==> config.mk <==
export PLATFORM = sky130hd
export DESIGN_NAME = mesh_duplicate_forward_filter
export DESIGN_NICKNAME = d
export VERILOG_FILES = /design/src/rtl/core/mdff_pkg.sv /design/src/rtl/core/mdff_ram.sv /design/src/rtl/core/mdff_ctrl.sv /design/src/rtl/core/mdff_dp.sv /design/src/rtl/core/mesh_duplicate_forward_filter.sv
export SDC_FILE = /design/constraint.sdc
export NUM_CORES = 1
export LEC_CHECK = 0
export BUFFER_PORTS_ARGS = -buffer_cell sky130_fd_sc_hd__buf_4
export CAP_MARGIN = 20
export CELL_PAD_IN_SITES_DETAIL_PLACEMENT = 0
export CELL_PAD_IN_SITES_GLOBAL_PLACEMENT = 1
export CORE_ASPECT_RATIO = 1.1
export CORE_MARGIN = 5
export CORE_UTILIZATION = 49
export DETAILED_ROUTE_END_ITERATION = 8
export GPL_TIMING_DRIVEN = 1
export MAX_ROUTING_LAYER = met4
export PLACE_DENSITY = 0.8
export SLEW_MARGIN = 20
export SYNTH_ARGS = -nofsm -noshare
export SYNTH_HDL_FRONTEND = slang
export SYNTH_SLANG_ARGS = --single-unit
==> constraint.sdc <==
create_clock -name i_clk -period 4.6 [get_ports i_clk]
set_clock_uncertainty 0.05 [all_clocks]
set_input_delay 0.92 -clock i_clk [delete_from_list [all_inputs] [get_ports i_clk]]
set_output_delay 0.92 -clock i_clk [all_outputs]
set_load 0.005 [all_outputs]
==> src/rtl/core/mdff_pkg.sv <==
// ----------------------------------------------------------------------------
// mdff_pkg
// Types and codes shared by the duplicate/hop-limit filter modules.
// ----------------------------------------------------------------------------
package mdff_pkg;

    localparam logic [1:0] VERDICT_FORWARD   = 2'd0;
    localparam logic [1:0] VERDICT_DUPLICATE = 2'd1;
    localparam logic [1:0] VERDICT_HOP_LIMIT = 2'd2;

    localparam logic [7:0] HOP_LIMIT_RESET = 8'd8;

    typedef enum logic [1:0] {
        S_IDLE,
        S_SCAN,
        S_WRITE,
        S_EMIT
    } t_state;

    typedef struct packed {
        logic load_byte;    // fold a non-final byte into the running hash
        logic load_last;    // capture final hash and hops, start a lookup
        logic scan_step;    // issue the next ring read
        logic write_entry;  // store the hash and advance the ring pointer
        logic emit;         // load the result register
    } t_cmd;

    typedef struct packed {
        logic hop_lim;
        logic scan_end;
        logic match;
        logic out_free;
    } t_status;

endpackage

==> src/rtl/core/mdff_ram.sv <==
// ----------------------------------------------------------------------------
// mdff_ram
// Generic single write port RAM with one registered read port.
// ----------------------------------------------------------------------------
module mdff_ram #(
    parameter int WIDTH = 32,
    parameter int DEPTH = 16
) (
    input  logic                     i_clk,
    input  logic                     i_wr_en,
    input  logic [$clog2(DEPTH)-1:0] i_wr_addr,
    input  logic [WIDTH-1:0]         i_wr_data,
    input  logic [$clog2(DEPTH)-1:0] i_rd_addr,
    output logic [WIDTH-1:0]         o_rd_data
);

    logic [WIDTH-1:0] r_mem [DEPTH];
    logic [WIDTH-1:0] r_rd_data;

    always_ff @(posedge i_clk) begin
        if (i_wr_en) begin
            r_mem[i_wr_addr] <= i_wr_data;
        end
        r_rd_data <= r_mem[i_rd_addr];
    end

    assign o_rd_data = r_rd_data;

endmodule

==> src/rtl/core/mdff_ctrl.sv <==
// ----------------------------------------------------------------------------
// mdff_ctrl
// Sequencer: hashes bytes in idle, then scans, writes on a miss and emits per packet.
// ----------------------------------------------------------------------------
module mdff_ctrl import mdff_pkg::*; (
    input  logic    i_clk,
    input  logic    i_rst_n,
    input  logic    i_in_valid,
    input  logic    i_last_byte,
    input  t_status i_status,
    output logic    o_in_ready,
    output t_cmd    o_cmd
);

    t_state r_state;
    t_state n_state;
    logic   accept;

    assign accept = i_in_valid && (r_state == S_IDLE);

    always_ff @(posedge i_clk) begin
        if (!i_rst_n) begin
            r_state <= S_IDLE;
        end else begin
            r_state <= n_state;
        end
    end

    always_comb begin
        n_state = r_state;
        case (r_state)
            S_IDLE: begin
                if (accept && i_last_byte) begin
                    n_state = S_SCAN;
                end
            end
            S_SCAN: begin
                if (i_status.hop_lim) begin
                    n_state = S_EMIT;
                end else if (i_status.scan_end) begin
                    n_state = i_status.match ? S_EMIT : S_WRITE;
                end
            end
            S_WRITE: n_state = S_EMIT;
            S_EMIT: begin
                if (i_status.out_free) begin
                    n_state = S_IDLE;
                end
            end
            default: n_state = S_IDLE;
        endcase
    end

    always_comb begin
        o_cmd      = '0;
        o_in_ready = 1'b0;
        case (r_state)
            S_IDLE: begin
                o_in_ready        = 1'b1;
                o_cmd.load_byte   = accept && !i_last_byte;
                o_cmd.load_last   = accept && i_last_byte;
            end
            S_SCAN:  o_cmd.scan_step   = !i_status.hop_lim;
            S_WRITE: o_cmd.write_entry = 1'b1;
            S_EMIT:  o_cmd.emit        = i_status.out_free;
            default: o_cmd = '0;
        endcase
    end

endmodule

==> src/rtl/core/mdff_dp.sv <==
// ----------------------------------------------------------------------------
// mdff_dp
// Datapath: running hash, recent-hash ring with fill count, result register.
// ----------------------------------------------------------------------------
module mdff_dp import mdff_pkg::*; #(
    parameter int DEPTH = 16
) (
    input  logic        i_clk,
    input  logic        i_rst_n,
    input  t_cmd        i_cmd,
    output t_status     o_status,
    input  logic [7:0]  i_data_byte,
    input  logic [7:0]  i_hop_count,
    input  logic        i_cfg_we,
    input  logic [7:0]  i_cfg_data,
    input  logic        i_out_ready,
    output logic        o_out_valid,
    output logic [1:0]  o_verdict,
    output logic [7:0]  o_next_hops,
    output logic [31:0] o_packet_hash
);

    localparam int PTR_W = $clog2(DEPTH);
    localparam int CNT_W = $clog2(DEPTH + 1);

    logic [31:0]      r_hash;
    logic [31:0]      n_hash;
    logic [31:0]      r_final_hash;
    logic [7:0]       r_hops;
    logic [7:0]       r_hop_limit;
    logic             r_hop_lim;
    logic             r_match;
    logic [PTR_W-1:0] r_ptr;
    logic [CNT_W-1:0] r_fill;
    logic [CNT_W-1:0] r_idx;
    logic             r_rd_vld;
    logic             r_out_valid;
    logic [1:0]       r_verdict;
    logic [7:0]       r_next_hops;
    logic [31:0]      r_out_hash;
    logic [31:0]      rd_data;
    logic             more;
    logic             issue;
    logic [1:0]       verdict;

    // h*31 + byte as a shift and subtract
    assign n_hash  = {r_hash[26:0], 5'b0} - r_hash + {24'b0, i_data_byte};
    assign more    = r_idx < r_fill;
    assign issue   = i_cmd.scan_step && more;
    assign verdict = r_hop_lim ? VERDICT_HOP_LIMIT :
                     r_match   ? VERDICT_DUPLICATE : VERDICT_FORWARD;

    mdff_ram #(
        .WIDTH (32),
        .DEPTH (DEPTH)
    ) u_ring (
        .i_clk     (i_clk),
        .i_wr_en   (i_cmd.write_entry),
        .i_wr_addr (r_ptr),
        .i_wr_data (r_final_hash),
        .i_rd_addr (r_idx[PTR_W-1:0]),
        .o_rd_data (rd_data)
    );

    always_ff @(posedge i_clk) begin
        if (!i_rst_n) begin
            r_hash      <= '0;
            r_ptr       <= '0;
            r_fill      <= '0;
            r_hop_limit <= HOP_LIMIT_RESET;
            r_rd_vld    <= 1'b0;
            r_out_valid <= 1'b0;
        end else begin
            if (i_cfg_we) begin
                r_hop_limit <= i_cfg_data;
            end
            if (i_cmd.load_byte) begin
                r_hash <= n_hash;
            end else if (i_cmd.load_last) begin
                r_hash <= '0;
            end
            r_rd_vld <= issue;
            if (i_cmd.write_entry) begin
                r_ptr <= (r_ptr == PTR_W'(DEPTH - 1)) ? '0 : r_ptr + 1'b1;
                if (r_fill != CNT_W'(DEPTH)) begin
                    r_fill <= r_fill + 1'b1;
                end
            end
            if (i_cmd.emit) begin
                r_out_valid <= 1'b1;
            end else if (i_out_ready) begin
                r_out_valid <= 1'b0;
            end
        end
    end

    always_ff @(posedge i_clk) begin
        if (i_cmd.load_last) begin
            r_final_hash <= n_hash;
            r_hops       <= i_hop_count;
            r_hop_lim    <= i_hop_count >= r_hop_limit;
            r_idx        <= '0;
            // never-written ring slots are not cleared and count as a zero hash
            r_match      <= (r_fill != CNT_W'(DEPTH)) && (n_hash == 32'd0);
        end else begin
            if (issue) begin
                r_idx <= r_idx + 1'b1;
            end
            if (r_rd_vld && (rd_data == r_final_hash)) begin
                r_match <= 1'b1;
            end
        end
        if (i_cmd.emit) begin
            r_verdict   <= verdict;
            r_next_hops <= (verdict == VERDICT_FORWARD) ? r_hops + 8'd1 : r_hops;
            r_out_hash  <= r_final_hash;
        end
    end

    assign o_status.hop_lim  = r_hop_lim;
    assign o_status.scan_end = r_match || (!more && !r_rd_vld);
    assign o_status.match    = r_match;
    assign o_status.out_free = !r_out_valid || i_out_ready;

    assign o_out_valid   = r_out_valid;
    assign o_verdict     = r_verdict;
    assign o_next_hops   = r_next_hops;
    assign o_packet_hash = r_out_hash;

endmodule

==> src/rtl/core/mesh_duplicate_forward_filter.sv <==
// Input: non-final bytes are taken back to back while idle; after a final byte the
// input is held off until its result is emitted. On a hop-limit drop the ring is
// not read; otherwise the ring is read one entry per cycle through the single RAM
// read port, over the entries filled so far, ending the scan on a match.
// Reset: synchronous, clears hash, ring pointer and fill count; no clearing pass,
// slots not yet filled count as zero. The hop limit resets to 8.
// ----------------------------------------------------------------------------
// mesh_duplicate_forward_filter
// Per-packet hash, hop limit check and recent-hash duplicate filter.
// ----------------------------------------------------------------------------
module mesh_duplicate_forward_filter import mdff_pkg::*; #(
    parameter int RECENT_DEPTH = 16
) (
    input  logic        i_clk,
    input  logic        i_rst_n,
    input  logic        i_in_valid,
    output logic        o_in_ready,
    input  logic [7:0]  i_data_byte,
    input  logic        i_last_byte,
    input  logic [7:0]  i_hop_count,
    output logic        o_out_valid,
    input  logic        i_out_ready,
    output logic [1:0]  o_verdict,
    output logic [7:0]  o_next_hops,
    output logic [31:0] o_packet_hash,
    input  logic        i_cfg_valid,
    output logic        o_cfg_ready,
    input  logic [7:0]  i_cfg_data
);

    t_cmd    cmd;
    t_status status;

    assign o_cfg_ready = 1'b1;

    mdff_ctrl u_ctrl (
        .i_clk       (i_clk),
        .i_rst_n     (i_rst_n),
        .i_in_valid  (i_in_valid),
        .i_last_byte (i_last_byte),
        .i_status    (status),
        .o_in_ready  (o_in_ready),
        .o_cmd       (cmd)
    );

    mdff_dp #(
        .DEPTH (RECENT_DEPTH)
    ) u_dp (
        .i_clk         (i_clk),
        .i_rst_n       (i_rst_n),
        .i_cmd         (cmd),
        .o_status      (status),
        .i_data_byte   (i_data_byte),
        .i_hop_count   (i_hop_count),
        .i_cfg_we      (i_cfg_valid),
        .i_cfg_data    (i_cfg_data),
        .i_out_ready   (i_out_ready),
        .o_out_valid   (o_out_valid),
        .o_verdict     (o_verdict),
        .o_next_hops   (o_next_hops),
        .o_packet_hash (o_packet_hash)
    );

endmodule

[After elaboration in Yosys (flattened, before gate mapping)]
Memories as Yosys holds them, arrays and structs flattened. A register that Yosys moved wholly into a read port is not among the register bits.
Index checks and enable logic that the tools add are counted.
Cells by class
  order comparisons: 2
  mux-type cells: 23
  equal/unequal tests: 9
  add/sub/neg operators: 6
  reductions and logical operators: 22
Operators by type and width (count)
  2-to-1 mux 32 bit: 2
  adder 32 x 8 -> 32 bit: 1
  equality test 32 bit: 1
  zero test 32 bit: 1
  subtractor 32 bit: 1
  2-to-1 mux 1 bit: 12
  2-to-1 mux 2 bit: 6
  adder 5 x 1 -> 5 bit (second input constant): 2
  adder 8 x 1 -> 8 bit (second input constant): 1
  greater-or-equal comparator 8 bit: 1
  2-to-1 mux 8 bit: 1
  case mux 2 bit (4 select lines): 1
  logical AND 1 bit: 7
  nonzero test 2 bit: 3
  zero test 1 bit: 5
  less-than comparator 5 bit: 1
  != test 5 bit (second input constant): 1
  adder 4 x 1 -> 4 bit (second input constant): 1
  equality test 2 bit (second input constant): 2
  equality test 4 bit (second input constant): 1
  zero test 2 bit: 2
  2-to-1 mux 4 bit: 1
  != test 3 x 2 -> 1 bit (second input constant): 1
  AND reduction 3 bit: 1
  other kinds (5): 6
Word-level totals
  register bits: 142
  memory bits (writable): 512
  output and inout bits: 45
  logic and storage cells: 78
  input port bits: 30
  memories: 1
Memories
  u_dp.u_ring.r_mem: words 16, width 32, read ports 1, clocked after Yosys merged registers in 1, wr ports 1, line mdff_ram.sv:17  | logic [WIDTH-1:0] r_mem [DEPTH];

[Longest topological paths before layout]
Gate-level depths: netlist (run 1).
  word-level depth: 7
  mapped depth: 15
  depth with buffers taken out: 15

[Modules after synthesis]
From an unflattened synthesis (run 1), not the netlist that was laid out.
Second synthesis, totals
  cells, all modules: 1684
  area, all modules: 28456.0 um^2
By module, submodules not included
  mdff_ram: seq. area each 16015.4 um^2, area each 19854.0 um^2, cells an instance 838, instances 1
  mdff_dp: seq. area each 3643.5 um^2, area each 8373.0 um^2, cells an instance 820, instances 1
  mdff_ctrl: seq. area each 40.0 um^2, area each 217.7 um^2, cells an instance 24, instances 1
  mesh_duplicate_forward_filter: seq. area each 0.0 um^2, area each 11.3 um^2, cells an instance 2, instances 1

[Worst setup path after synthesis (run 1)]
OpenSTA, ideal clock, no wires.
  kind: input-to-reg
  start: in i_data_byte[6]
  end: reg u_dp.r_match, data pin
  setup slack: -0.032 ns
  setup time: 0.157 ns
  stages: 14
  required time: 4.393 ns
  buffers on the path: 0
  arrival: 4.425 ns
  cell sequence: inv_1 fa_1 inv_1 ha_1 nand3_1 o211a_1 xnor2_1 or4_1 or3_1 or4_1 nor4_1 nand4b_1 or4_1 nand2_1
Between the ends
  word-level cells in the longest chain between the ends: 4
Ends and longest elaborated chain
  from (decl): line mesh_duplicate_forward_filter.sv:18  | input logic [7:0] i_data_byte,
  adder 32 x 8 -> 32 bit: line mdff_dp.sv:47  | assign n_hash = {r_hash[26:0], 5'b0} - r_hash + {24'b0, i_data_byte};
  net u_dp.n_hash[7]: line mdff_dp.sv:27  | logic [31:0] n_hash;
  zero test 32 bit: line mdff_dp.sv:104  | r_match <= (r_fill != CNT_W'(DEPTH)) && (n_hash == 32'd0);
  logical AND 1 bit: line mdff_dp.sv:104
  2-to-1 mux 1 bit: line mdff_dp.sv:98  | if (i_cmd.load_last) begin
  to (signal assigned): line mdff_dp.sv:104
  to (decl): line mdff_dp.sv:32  | logic r_match;
The timed path passes the listed nets, and every way through them passes these cells.
A chain may end at the register's enable or synchronous reset.

[Worst setup path after layout (run 1)]
  start: in i_data_byte[1]
  end: reg u_dp.r_match, data pin
Same word-level chain as after synthesis.

==> results.ini, run 1 <==
[status]
status=finished clean

[final_layout]
drive_gt1_frac=0.260
stdcell_area_um2=31900
diodes=0
area_growth_pct=14.7
nets=1796

[logic_synthesis]
synth_area_um2=27800
syn_nets=1641
synth_cells=1525
synth_ff_type=edfxtp_1
synth_warnings=0
ys_seq_area_frac=0.708
synth_area_leaders=edfxtp_1 64%, mux4_2 13%, dfxtp_1 6.5%
yosysTopAreaCell=edfxtp_1
synth-edff-count=596
netlist-cell-type-count=60
syn_area_per_cell_um2=18.2
synthArstFlopShare=0
synth-seq-cells=686
yosysMostFrequentCell=edfxtp_1
synth_top_area_frac=0.643
synthTopCellsByCount=596 x edfxtp_1, 160 x mux4_2, 90 x dfxtp_1

[timing]
hold_ws_ns=0.439
tightest_slew_ns=1.03
max_freq_ghz=0.226
finalHoldViolCount=0
fin_crit_ns=4.42
fin_tns_setup_ns=0
fin_crit_sh=0.962
maxSlewViolCount=0
slew_headroom=0.310
setup_viol=0

[setup_path]
crit_top_cell=or4_1
worst-setup-path-type=in2reg
reg2reg_to=u_dp.r_match
arrival_ns=4.83
worstSetupEndpointType=flop
max_stage_delay_ns=0.52
r2r_cells=15
rr_startpoint=u_dp.r_hash[1]
cpMaxStageDelayCell=or4_1
reg2reg_slack_ns=0.19
worstSetupStartpointType=input port
path_max_fanout=3
worstPathCellList=buf_4, ha_1, ha_1, fa_2, a21oi_2, o211a_1, xnor2_1, or4_1, or3_1, or4_1, nor4_2, buf_4, nand4b_1, or4_1, nand2_1
required_ns=5.00

[die]
rows=91
placeableCoreArea_um2=56100
die_area_um2=61700
io-pin-count=75
die_w_um=237
initial_core_util=0.496
die_y_um=260

[route]
ant_nets=0
dr.pass1.iters=5
drc_errors=0
drt_iter0_markers=1462
drt-total-wl_um=61300
vias=14600
via_per_inst=5.89
wl_per_cell_um=24.7

[clocking]
cts_tree=done
cts_buffer_depth=3
clk_pin_slew_worst_paths_ns=0.06
h-tree-depth=2
clk_latency_ns=0.61
root_buffer=clkbuf_16
clkSinkCount=686
numCtsBuffers=61
cts-hold-fix-buffers=0

[grt]
track_usage=0.206
use_met1=0.280
met3_usage=0.0216
grt_max_degree=76
grt-ovfl-total=0
antenna_found_initial=0
met2_usage=0.346
grt_pass1_wl_um=94100
top_usage_layer=met2
grt_pass1_vias=15100

[placed_design]
dpl.hpwl_um=36700
io_buffers=73
place_congestion=0.873
dpl_cell_area_um2=29700

[power_and_ir_drop]
vdd_ir_drop_max_v=0.000715
power_density_nw_per_um2=645
leakage_uw=0.0106

[min_path]
holdPathEnd=u_dp.r_hash[2]
min_path_type=reg2reg
whs_path_depth=2
hp-start=u_dp.r_hash[2]

[job]
maxCapViolCount=0

[repair_timing]
item,CTS,global route
resized for setup,0,2
setup endpoints to repair,0,1
buffers inserted,0,1
[flip-flops by register name (all words and copies together), names as in the netlist, 5 cells and up]
signal,flops
u_dp.u_ring.r_mem,512
u_dp.o_packet_hash,32
u_dp.r_hash,32
u_dp.o_next_hops,8
u_dp.r_fill,5
u_dp.u_ring.o_rd_data,32
u_dp.r_hops,8
u_dp.r_hop_limit,8
u_dp.r_idx,5
u_dp.r_final_hash,32
[placed cells by master (no fill, tap or decap), types with 17 or more instances in the layout]
master and instances:
xor2_1 29, xnor2_1 42, a21oi_1 30, dfxtp_1 86, ha_1 81, inv_1 61, mux4_2 160, buf_4 149
clkbuf_16 63, nand4_1 17, edfxtp_1 596, nand2_1 33, nor2_1 84, a22oi_1 29, o21ai_0 26
[logic make-up after synthesis]
logic type      count (synthesis)  share of synthesized area
flops                         686                      0.708
simple gates                  237                     0.0426
mux                           174                      0.135
compound gates                149                     0.0363
buf+inv                       121                     0.0165
fa+ha+maj                      86                     0.0397
xor+xnor                       71                     0.0223
other cells                     1                   0.000135
[stage by stage]
stage	utilization	power [uW]	setup WS, ns	std cells
2_1_floorplan	-	12400	0.0619	1525
3_5_place_dp	0.530	15200	-0.519	2360
6_report	0.569	20600	0.176	2476
3_3_place_gp	0.530	15100	-0.506	2360
5_1_grt	0.569	21700	-0.0185	2476
4_1_cts	0.568	20600	0.0957	2475
[power breakdown]
group / internal (uW) / switching, uW
Clock: 3220 / 2210
Sequential: 8050 / 803
Combinational: 2810 / 3490
[layer usage]
layer | vias up | wire (um) | part of all wire
met3 | 70 | 3730 | 0.061
met1 | 7614 | 24900 | 0.41
met5 | - | 0 | 0
met2 | 526 | 31500 | 0.51
li1 | 6378 | - | -
met4 | 0 | 1100 | 0.018
[worst max-delay path, delay by kind of cell]
family	cells	cell delay [ns]
xor gates and xnor gates	1	0.08
AOI/OAI and AO/OA	2	0.41
and+or+nand+nor	7	2.22
buffers and inverters	2	0.27
adders and majority gates	3	0.93
[worst max-delay path by stage]
stage / startpoint / end / slack [ns] / cells after the start
after floorplan: i_data_byte[6] / u_dp.r_match / 0.06 / 14
after global placement: i_data_byte[1] / u_dp.r_match / -0.51 / 15
after detailed placement: i_data_byte[1] / u_dp.r_match / -0.52 / 15
after CTS: u_dp.r_hash[1] / u_dp.r_match / 0.1 / 15
after global routing: u_dp.r_hash[1] / u_dp.r_match / -0.02 / 15
final: i_data_byte[1] / u_dp.r_match / 0.18 / 15
[layout make-up]
type                       instances  area [um^2]
fill                            4181        24200
clock buffer                      79         1700
timing repair buffer             150         1140
inverter                          63          236
clock inverter                    36          477
tap                              744          931
sequential                       686        19700
multi-input combinational        718         7730
Note: power is estimated with default switching activity, not from simulation.
==> run 2, diff against run 1 <==
SYNTH_HIERARCHICAL = 1   (was default)
==> results.ini, run 2 <==
[status]
status=finished clean

[placed_design]
io_buffers=73  ; unchanged
dpl_cell_area_um2=30000  ; +1.0%
place_ws_ns=0.150  ; +0.669 ns
dpl.hpwl_um=37400  ; +1.8%
place_congestion=0.865  ; -0.94%

[logic_synthesis]
synth-edff-count=596  ; unchanged
synthArstFlopShare=0  ; unchanged
syn_nets=1797  ; +9.5%
synth_ff_type=edfxtp_1
netlist-cell-type-count=86  ; +43%
synth_warnings=6  ; +6
yosysTopAreaCell=edfxtp_1
syn_area_per_cell_um2=16.9  ; -7.4%
synth_top_area_frac=0.629  ; -0.0141
synth_cells=1684  ; +10%
synth_area_leaders=edfxtp_1 63%, mux4_2 10%, dfxtp_1 6.3%
synthTopCellsByCount=596 x edfxtp_1, 128 x mux4_2, 90 x dfxtp_1
synth_area_um2=28500  ; +2.2%
ys_seq_area_frac=0.692  ; -0.0156
synth-seq-cells=686  ; unchanged
yosysMostFrequentCell=edfxtp_1

[power_and_ir_drop]
leakage_uw=0.0107  ; +0.63%
power_density_nw_per_um2=644  ; -0.22%
vdd_ir_drop_max_v=0.000594  ; -17%

[setup_path]
worstPathCellList=inv_1, ha_1, ha_1, inv_1, fa_1, nand2b_1, a21oi_1, o21ai_0, o31ai_1, xor2_1, or2_2, nor4_1, nand4bb_1, o31ai_2
path_max_fanout=4  ; +1
cpMaxStageDelayCell=fa_1
max_stage_delay_ns=0.39  ; -0.13 ns
worstSetupStartpointType=flop
required_ns=4.98  ; -0.02 ns
worst-setup-path-type=reg2reg
arrival_ns=4.24  ; -0.59 ns
worstSetupEndpointType=flop

[route]
drt-total-wl_um=62000  ; +1.2%
vias=15200  ; +4.4%
drt_iter0_markers=1377  ; -5.8%
wl_per_cell_um=23.9  ; -3.4%
drc_errors=0  ; unchanged
via_per_inst=5.88  ; -0.26%
ant_nets=0  ; unchanged
dr.pass1.iters=5  ; unchanged

[timing]
maxSlewViolCount=0  ; unchanged
finalHoldViolCount=0  ; unchanged
fin_crit_ns=3.85  ; -0.569 ns
fin_tns_setup_ns=0  ; unchanged
tightest_slew_ns=0.913  ; -0.122 ns
setup_viol=0  ; unchanged
fin_crit_sh=0.838  ; -0.124
max_freq_ghz=0.259  ; +15%
rsz0062_at_grt=no
slew_headroom=0.392  ; +0.0813
setup_slack_ns=0.745  ; +0.569 ns

[clocking]
clk_latency_ns=0.60  ; about the same
cts_resized=0  ; unchanged
cts_buffer_depth=3  ; unchanged
h-tree-depth=3  ; +1
cts-hold-fix-buffers=0  ; unchanged
clk_pin_slew_worst_paths_ns=0.06  ; about the same
clkSinkCount=686  ; unchanged
post_cts_buffers=0  ; unchanged
cts_tree=done
numCtsBuffers=67  ; +9.8%
root_buffer=clkbuf_16

[final_layout]
final_common_cell=edfxtp_1
nets=1901  ; +5.8%
diodes=0  ; unchanged
drive_gt1_frac=0.216  ; -0.0442
stdcell_area_um2=32200  ; +0.76%
largest_reg_flops=512  ; unchanged
final_cell_mix=596 x edfxtp_1, 128 x mux4_2, 107 x buf_4
area_growth_pct=13.0
max_flop_register=u_dp/u_ring/r_mem
final_util=0.560  ; -0.00872

[die]
die_w_um=240  ; +1.1%
die_y_um=263  ; +1.1%
initial_core_util=0.495  ; about the same
rows=92  ; +1.1%
io-pin-count=75  ; unchanged
placeableCoreArea_um2=57400  ; +2.3%
die_area_um2=63000  ; +2.2%

[min_path]
min_path_type=reg2reg

[grt]
grt_pass1_vias=15600  ; +3.3%
track_usage=0.204  ; -0.00280
grt_max_degree=132  ; +74%
antenna_found_initial=0  ; unchanged
grt_pass1_wl_um=94800  ; +0.73%
grt-ovfl-total=0  ; unchanged

[job]
maxCapViolCount=0  ; unchanged

run 2: changes by cell type after synthesis, moves of 8 or more:
cell and delta:
mux4_2 -32, nor3_1 +30, buf_2 +8, nand2_1 +36, inv_1 +12, a21oi_1 +40
xor2_1 +12, a22oi_1 +35, nor2b_1 +34, nor2_1 -38, a21o_1 +8, xnor2_1 -19
buf_4 +18
run 2: area by class of cell:
| class | instances | area [um^2] |
|---|---|---|
| Clock buffer | 84 | 1800 |
| Inverter | 74 | 278 |
| Multi-Input combinational cell | 849 | 8250 |
| Timing Repair Buffer | 110 | 863 |
| Tap cell | 752 | 941 |
| Sequential cell | 686 | 19700 |
| Fill cell | 4336 | 25300 |
| Clock inverter | 38 | 322 |
run 2: cell families after synthesis:
group | share of synthesized area
and+or+nand+nor | 0.0586
muxes | 0.107
other | 0.000132
buffers and inverters | 0.0230
adders and majority gates | 0.0376
DFF | 0.692
AOI/OAI and AO/OA | 0.0613
xor gates and xnor gates | 0.0197
run 2: stage by stage:
step / total power (uW) / hold slack, ns / std cells
2_1_floorplan: 13500 / 0.409 / 1684
3_3_place_gp: 15400 / 0.420 / 2470
3_5_place_dp: 15500 / 0.438 / 2471
4_1_cts: 20800 / 0.442 / 2593
5_1_grt: 21800 / 0.460 / 2593
6_report: 20700 / 0.444 / 2593
run 2: final timing paths:
kind,depth (start not counted),from,end,slack [ns]
worst min register to register,2,u_dp/r_hop_limit[3],u_dp/r_hop_limit[3],0.44
worst max-delay path,14,u_dp/r_hash[1],u_dp/r_match,0.75
worst min-delay path,2,u_dp/r_hop_limit[3],u_dp/r_hop_limit[3],0.44
worst max register to register,14,u_dp/r_hash[1],u_dp/r_match,0.75
run 2: power by group:
| part | switching, uW | internal (uW) | leakage (uW) |
|---|---|---|---|
| clock | 2290 | 2990 | 0.00104 |
| sequential | 773 | 8080 | 0.00610 |
| combinational | 3940 | 2630 | 0.00355 |
run 2: worst max-delay path, delay by kind of cell (launching register included):
kind                     cells  cell delay [ns]
AND/OR/NAND/NOR              4             1.07
AO/OA/AOI/OAI                4             1.06
adder cells (fa/ha/maj)      3             0.86
flip-flops                   1             0.31
XOR/XNOR                     1             0.18
buffers and inverters        2             0.17
run 2: layer usage:
layer,up-vias,part of all wire,GRT usage
li1,6859,-,-
met1,7791,0.40,0.262
met2,494,0.51,0.336
met3,93,0.061,0.0305
met4,0,0.029,0.0660
met5,-,0,-
==> run 3, diff against run 2 <==
CORE_UTILIZATION = 50   (was 49)
PLACE_DENSITY = 0.79   (was 0.8)
clock period = 4 ns   (was 4.6 ns; I/O delays follow)
==> results.ini, run 3 (same netlist as run 2, synthesis figures left out) <==
[timing]
setup_viol=0  ; unchanged
maxSlewViolCount=0  ; unchanged
tightest_slew_ns=1.08  ; +0.164 ns
fin_crit_sh=0.915  ; +0.0771
rsz0062_at_grt=no
max_freq_ghz=0.273  ; +5.3%
finalHoldViolCount=0  ; unchanged
fin_crit_ns=3.66  ; -0.194 ns
slew_headroom=0.282  ; -0.109
setup_slack_ns=0.340  ; -0.406 ns

[setup_path]
max_stage_delay_ns=0.51  ; +0.12 ns
worstSetupStartpointType=flop
cpLargestDelayFamily=simple AND/OR/NAND/NOR gates
worstSetupEndpointType=flop
rr_startpoint=u_dp/r_hash[1]
cpMaxStageDelayCell=or4_1
worst-setup-path-type=reg2reg
worstPathCellList=inv_1, ha_1, ha_1, inv_1, fa_1, xnor2_1, or4_1, or3_1, nor4_1, buf_4, o2111ai_1, nor4_2, buf_4, nand4bb_1, o31ai_2
reg2reg_slack_ns=0.34  ; -0.41 ns
arrival_ns=4.05  ; -0.19 ns
required_ns=4.39  ; -0.59 ns
path_max_fanout=2  ; -2
worst-path-buf-inv=4  ; +2
cp-startpoint=u_dp/r_hash[1]

[clocking]
cts_buffer_depth=3  ; unchanged
numCtsBuffers=67  ; unchanged
root_buffer=clkbuf_16
h-tree-depth=3  ; unchanged
clk_latency_ns=0.61  ; about the same
clk_pin_slew_worst_paths_ns=0.06  ; about the same
cts_tree=done
cts-hold-fix-buffers=0  ; unchanged
post_cts_buffers=0  ; unchanged
clkSinkCount=686  ; unchanged

[route]
via_per_inst=5.85  ; -0.51%
ant_nets=0  ; unchanged
drt_iter0_markers=1379  ; +0.15%
drt-total-wl_um=64400  ; +3.9%
drc_errors=0  ; unchanged
vias=15500  ; +1.9%
wl_per_cell_um=24.2  ; +1.4%
dr.pass1.iters=7  ; +2

[final_layout]
max_flop_register=u_dp/u_ring/r_mem
fillCellCount=4263  ; -1.7%
drive_gt1_frac=0.244  ; +0.0286
final_util=0.582  ; +0.0223
final_cells=2657  ; +2.5%
nets=1971  ; +3.7%
final_cell_mix=596 x edfxtp_1, 177 x buf_4, 128 x mux4_2
final_common_cell=edfxtp_1
area_growth_pct=15.1
largest_reg_flops=512  ; unchanged

[die]
rows=91  ; -1.1%
die_area_um2=61800  ; -1.9%
io-pin-count=75  ; unchanged
placeableCoreArea_um2=56200  ; -2.1%
die_w_um=237  ; -0.96%
initial_core_util=0.506  ; +0.0105
die_y_um=260  ; -0.97%

[grt]
grt_pass1_wl_um=96800  ; +2.1%
grt_max_degree=132  ; unchanged
grt-ovfl-total=0  ; unchanged
antenna_found_initial=0  ; unchanged
grt_pass1_vias=15900  ; +1.9%
track_usage=0.214  ; +0.0104

[min_path]
hp-start=i_hop_count[0]
min_path_type=in2reg

[power_and_ir_drop]
vdd_ir_drop_max_v=0.000742  ; +25%
power_density_nw_per_um2=769  ; +19%
p_total_uw=25200  ; +22%
leakage_uw=0.0111  ; +3.4%

[job]
maxCapViolCount=0  ; unchanged

[placed_design]
dpl.hpwl_um=39800  ; +6.6%
dp.cells=2533  ; +2.5%
io_buffers=73  ; unchanged
place_congestion=0.885  ; +2.3%
place_ws_ns=-0.275  ; -0.425 ns

[status]
status=finished clean

run 3: cell types whose count changed in the layout (fill, tap and decap cells not counted), moves of 2 or more:
cell	delta
clkinv_1	+3
o21ai_1	+2
o21ai_0	-2
bufinv_16	+2
clkinv_4	-3
clkbuf_8	+2
clkinv_2	-3
buf_4	+70
run 3: metal layers:
metal	part of all wire	vias to the layer above	track usage	wire [um]
li1	-	6973	-	-
met1	0.40	7933	0.276	25700
met2	0.51	517	0.353	32600
met3	0.064	110	0.0312	4130
met4	0.030	0	0.0750	1900
met5	0	-	-	0
run 3: metrics by stage:
| stage | hold WS, ns | TNS [ns] | area, um^2 |
|---|---|---|---|
| after floorplan | 0.409 | 0 | 28500 |
| after global placement | 0.429 | -0.308 | 30500 |
| after detailed placement | 0.445 | -0.275 | 30600 |
| after CTS | 0.330 | 0 | 32700 |
| after global routing | 0.346 | 0 | 32700 |
| final | 0.362 | 0 | 32700 |
run 3: worst paths after layout:
check,endpoint,depth (start not counted)
max reg2reg,u_dp/r_match,15
min,u_dp/r_hops[0],1
min reg2reg,u_ctrl/r_state[1],2
max,u_dp/r_match,15
run 3: layout make-up:
class / count / area (um^2) / share of cell area
flip-flops and latches: 686 / 19700 / 0.602
multi-input cells: 849 / 8260 / 0.252
clock buffers: 87 / 1830 / 0.0560
repair buffers: 180 / 1390 / 0.0424
well taps: 744 / 931 / 0.0284
clock inverters: 36 / 347 / 0.0106
inverters: 74 / 278 / 0.00848
diodes: 1 / 2.50 / 0.0000764
run 3: worst reg2reg max path, stage by stage, from the launching register on:
cell	delay (ns)
dfxtp_1	0.31
inv_1	0.07
ha_1	0.28
ha_1	0.16
inv_1	0.05
fa_1	0.39
xnor2_1	0.15
or4_1	0.51
or3_1	0.33
nor4_1	0.24
buf_4	0.16
o2111ai_1	0.15
nor4_2	0.17
buf_4	0.15
nand4bb_1	0.12
o31ai_2	0.22
run 3: what timing repair did:
action / in CTS / in global routing
gates resized for setup: 0 / 4
endpoints found under the setup margin: 0 / 1
hold endpoints to repair: 0 / 0
run 3: power by group:
| part | internal (uW) | switching, uW |
|---|---|---|
| Sequential | 9280 | 713 |
| Clock | 3590 | 2660 |
| Combinational | 3910 | 5020 |
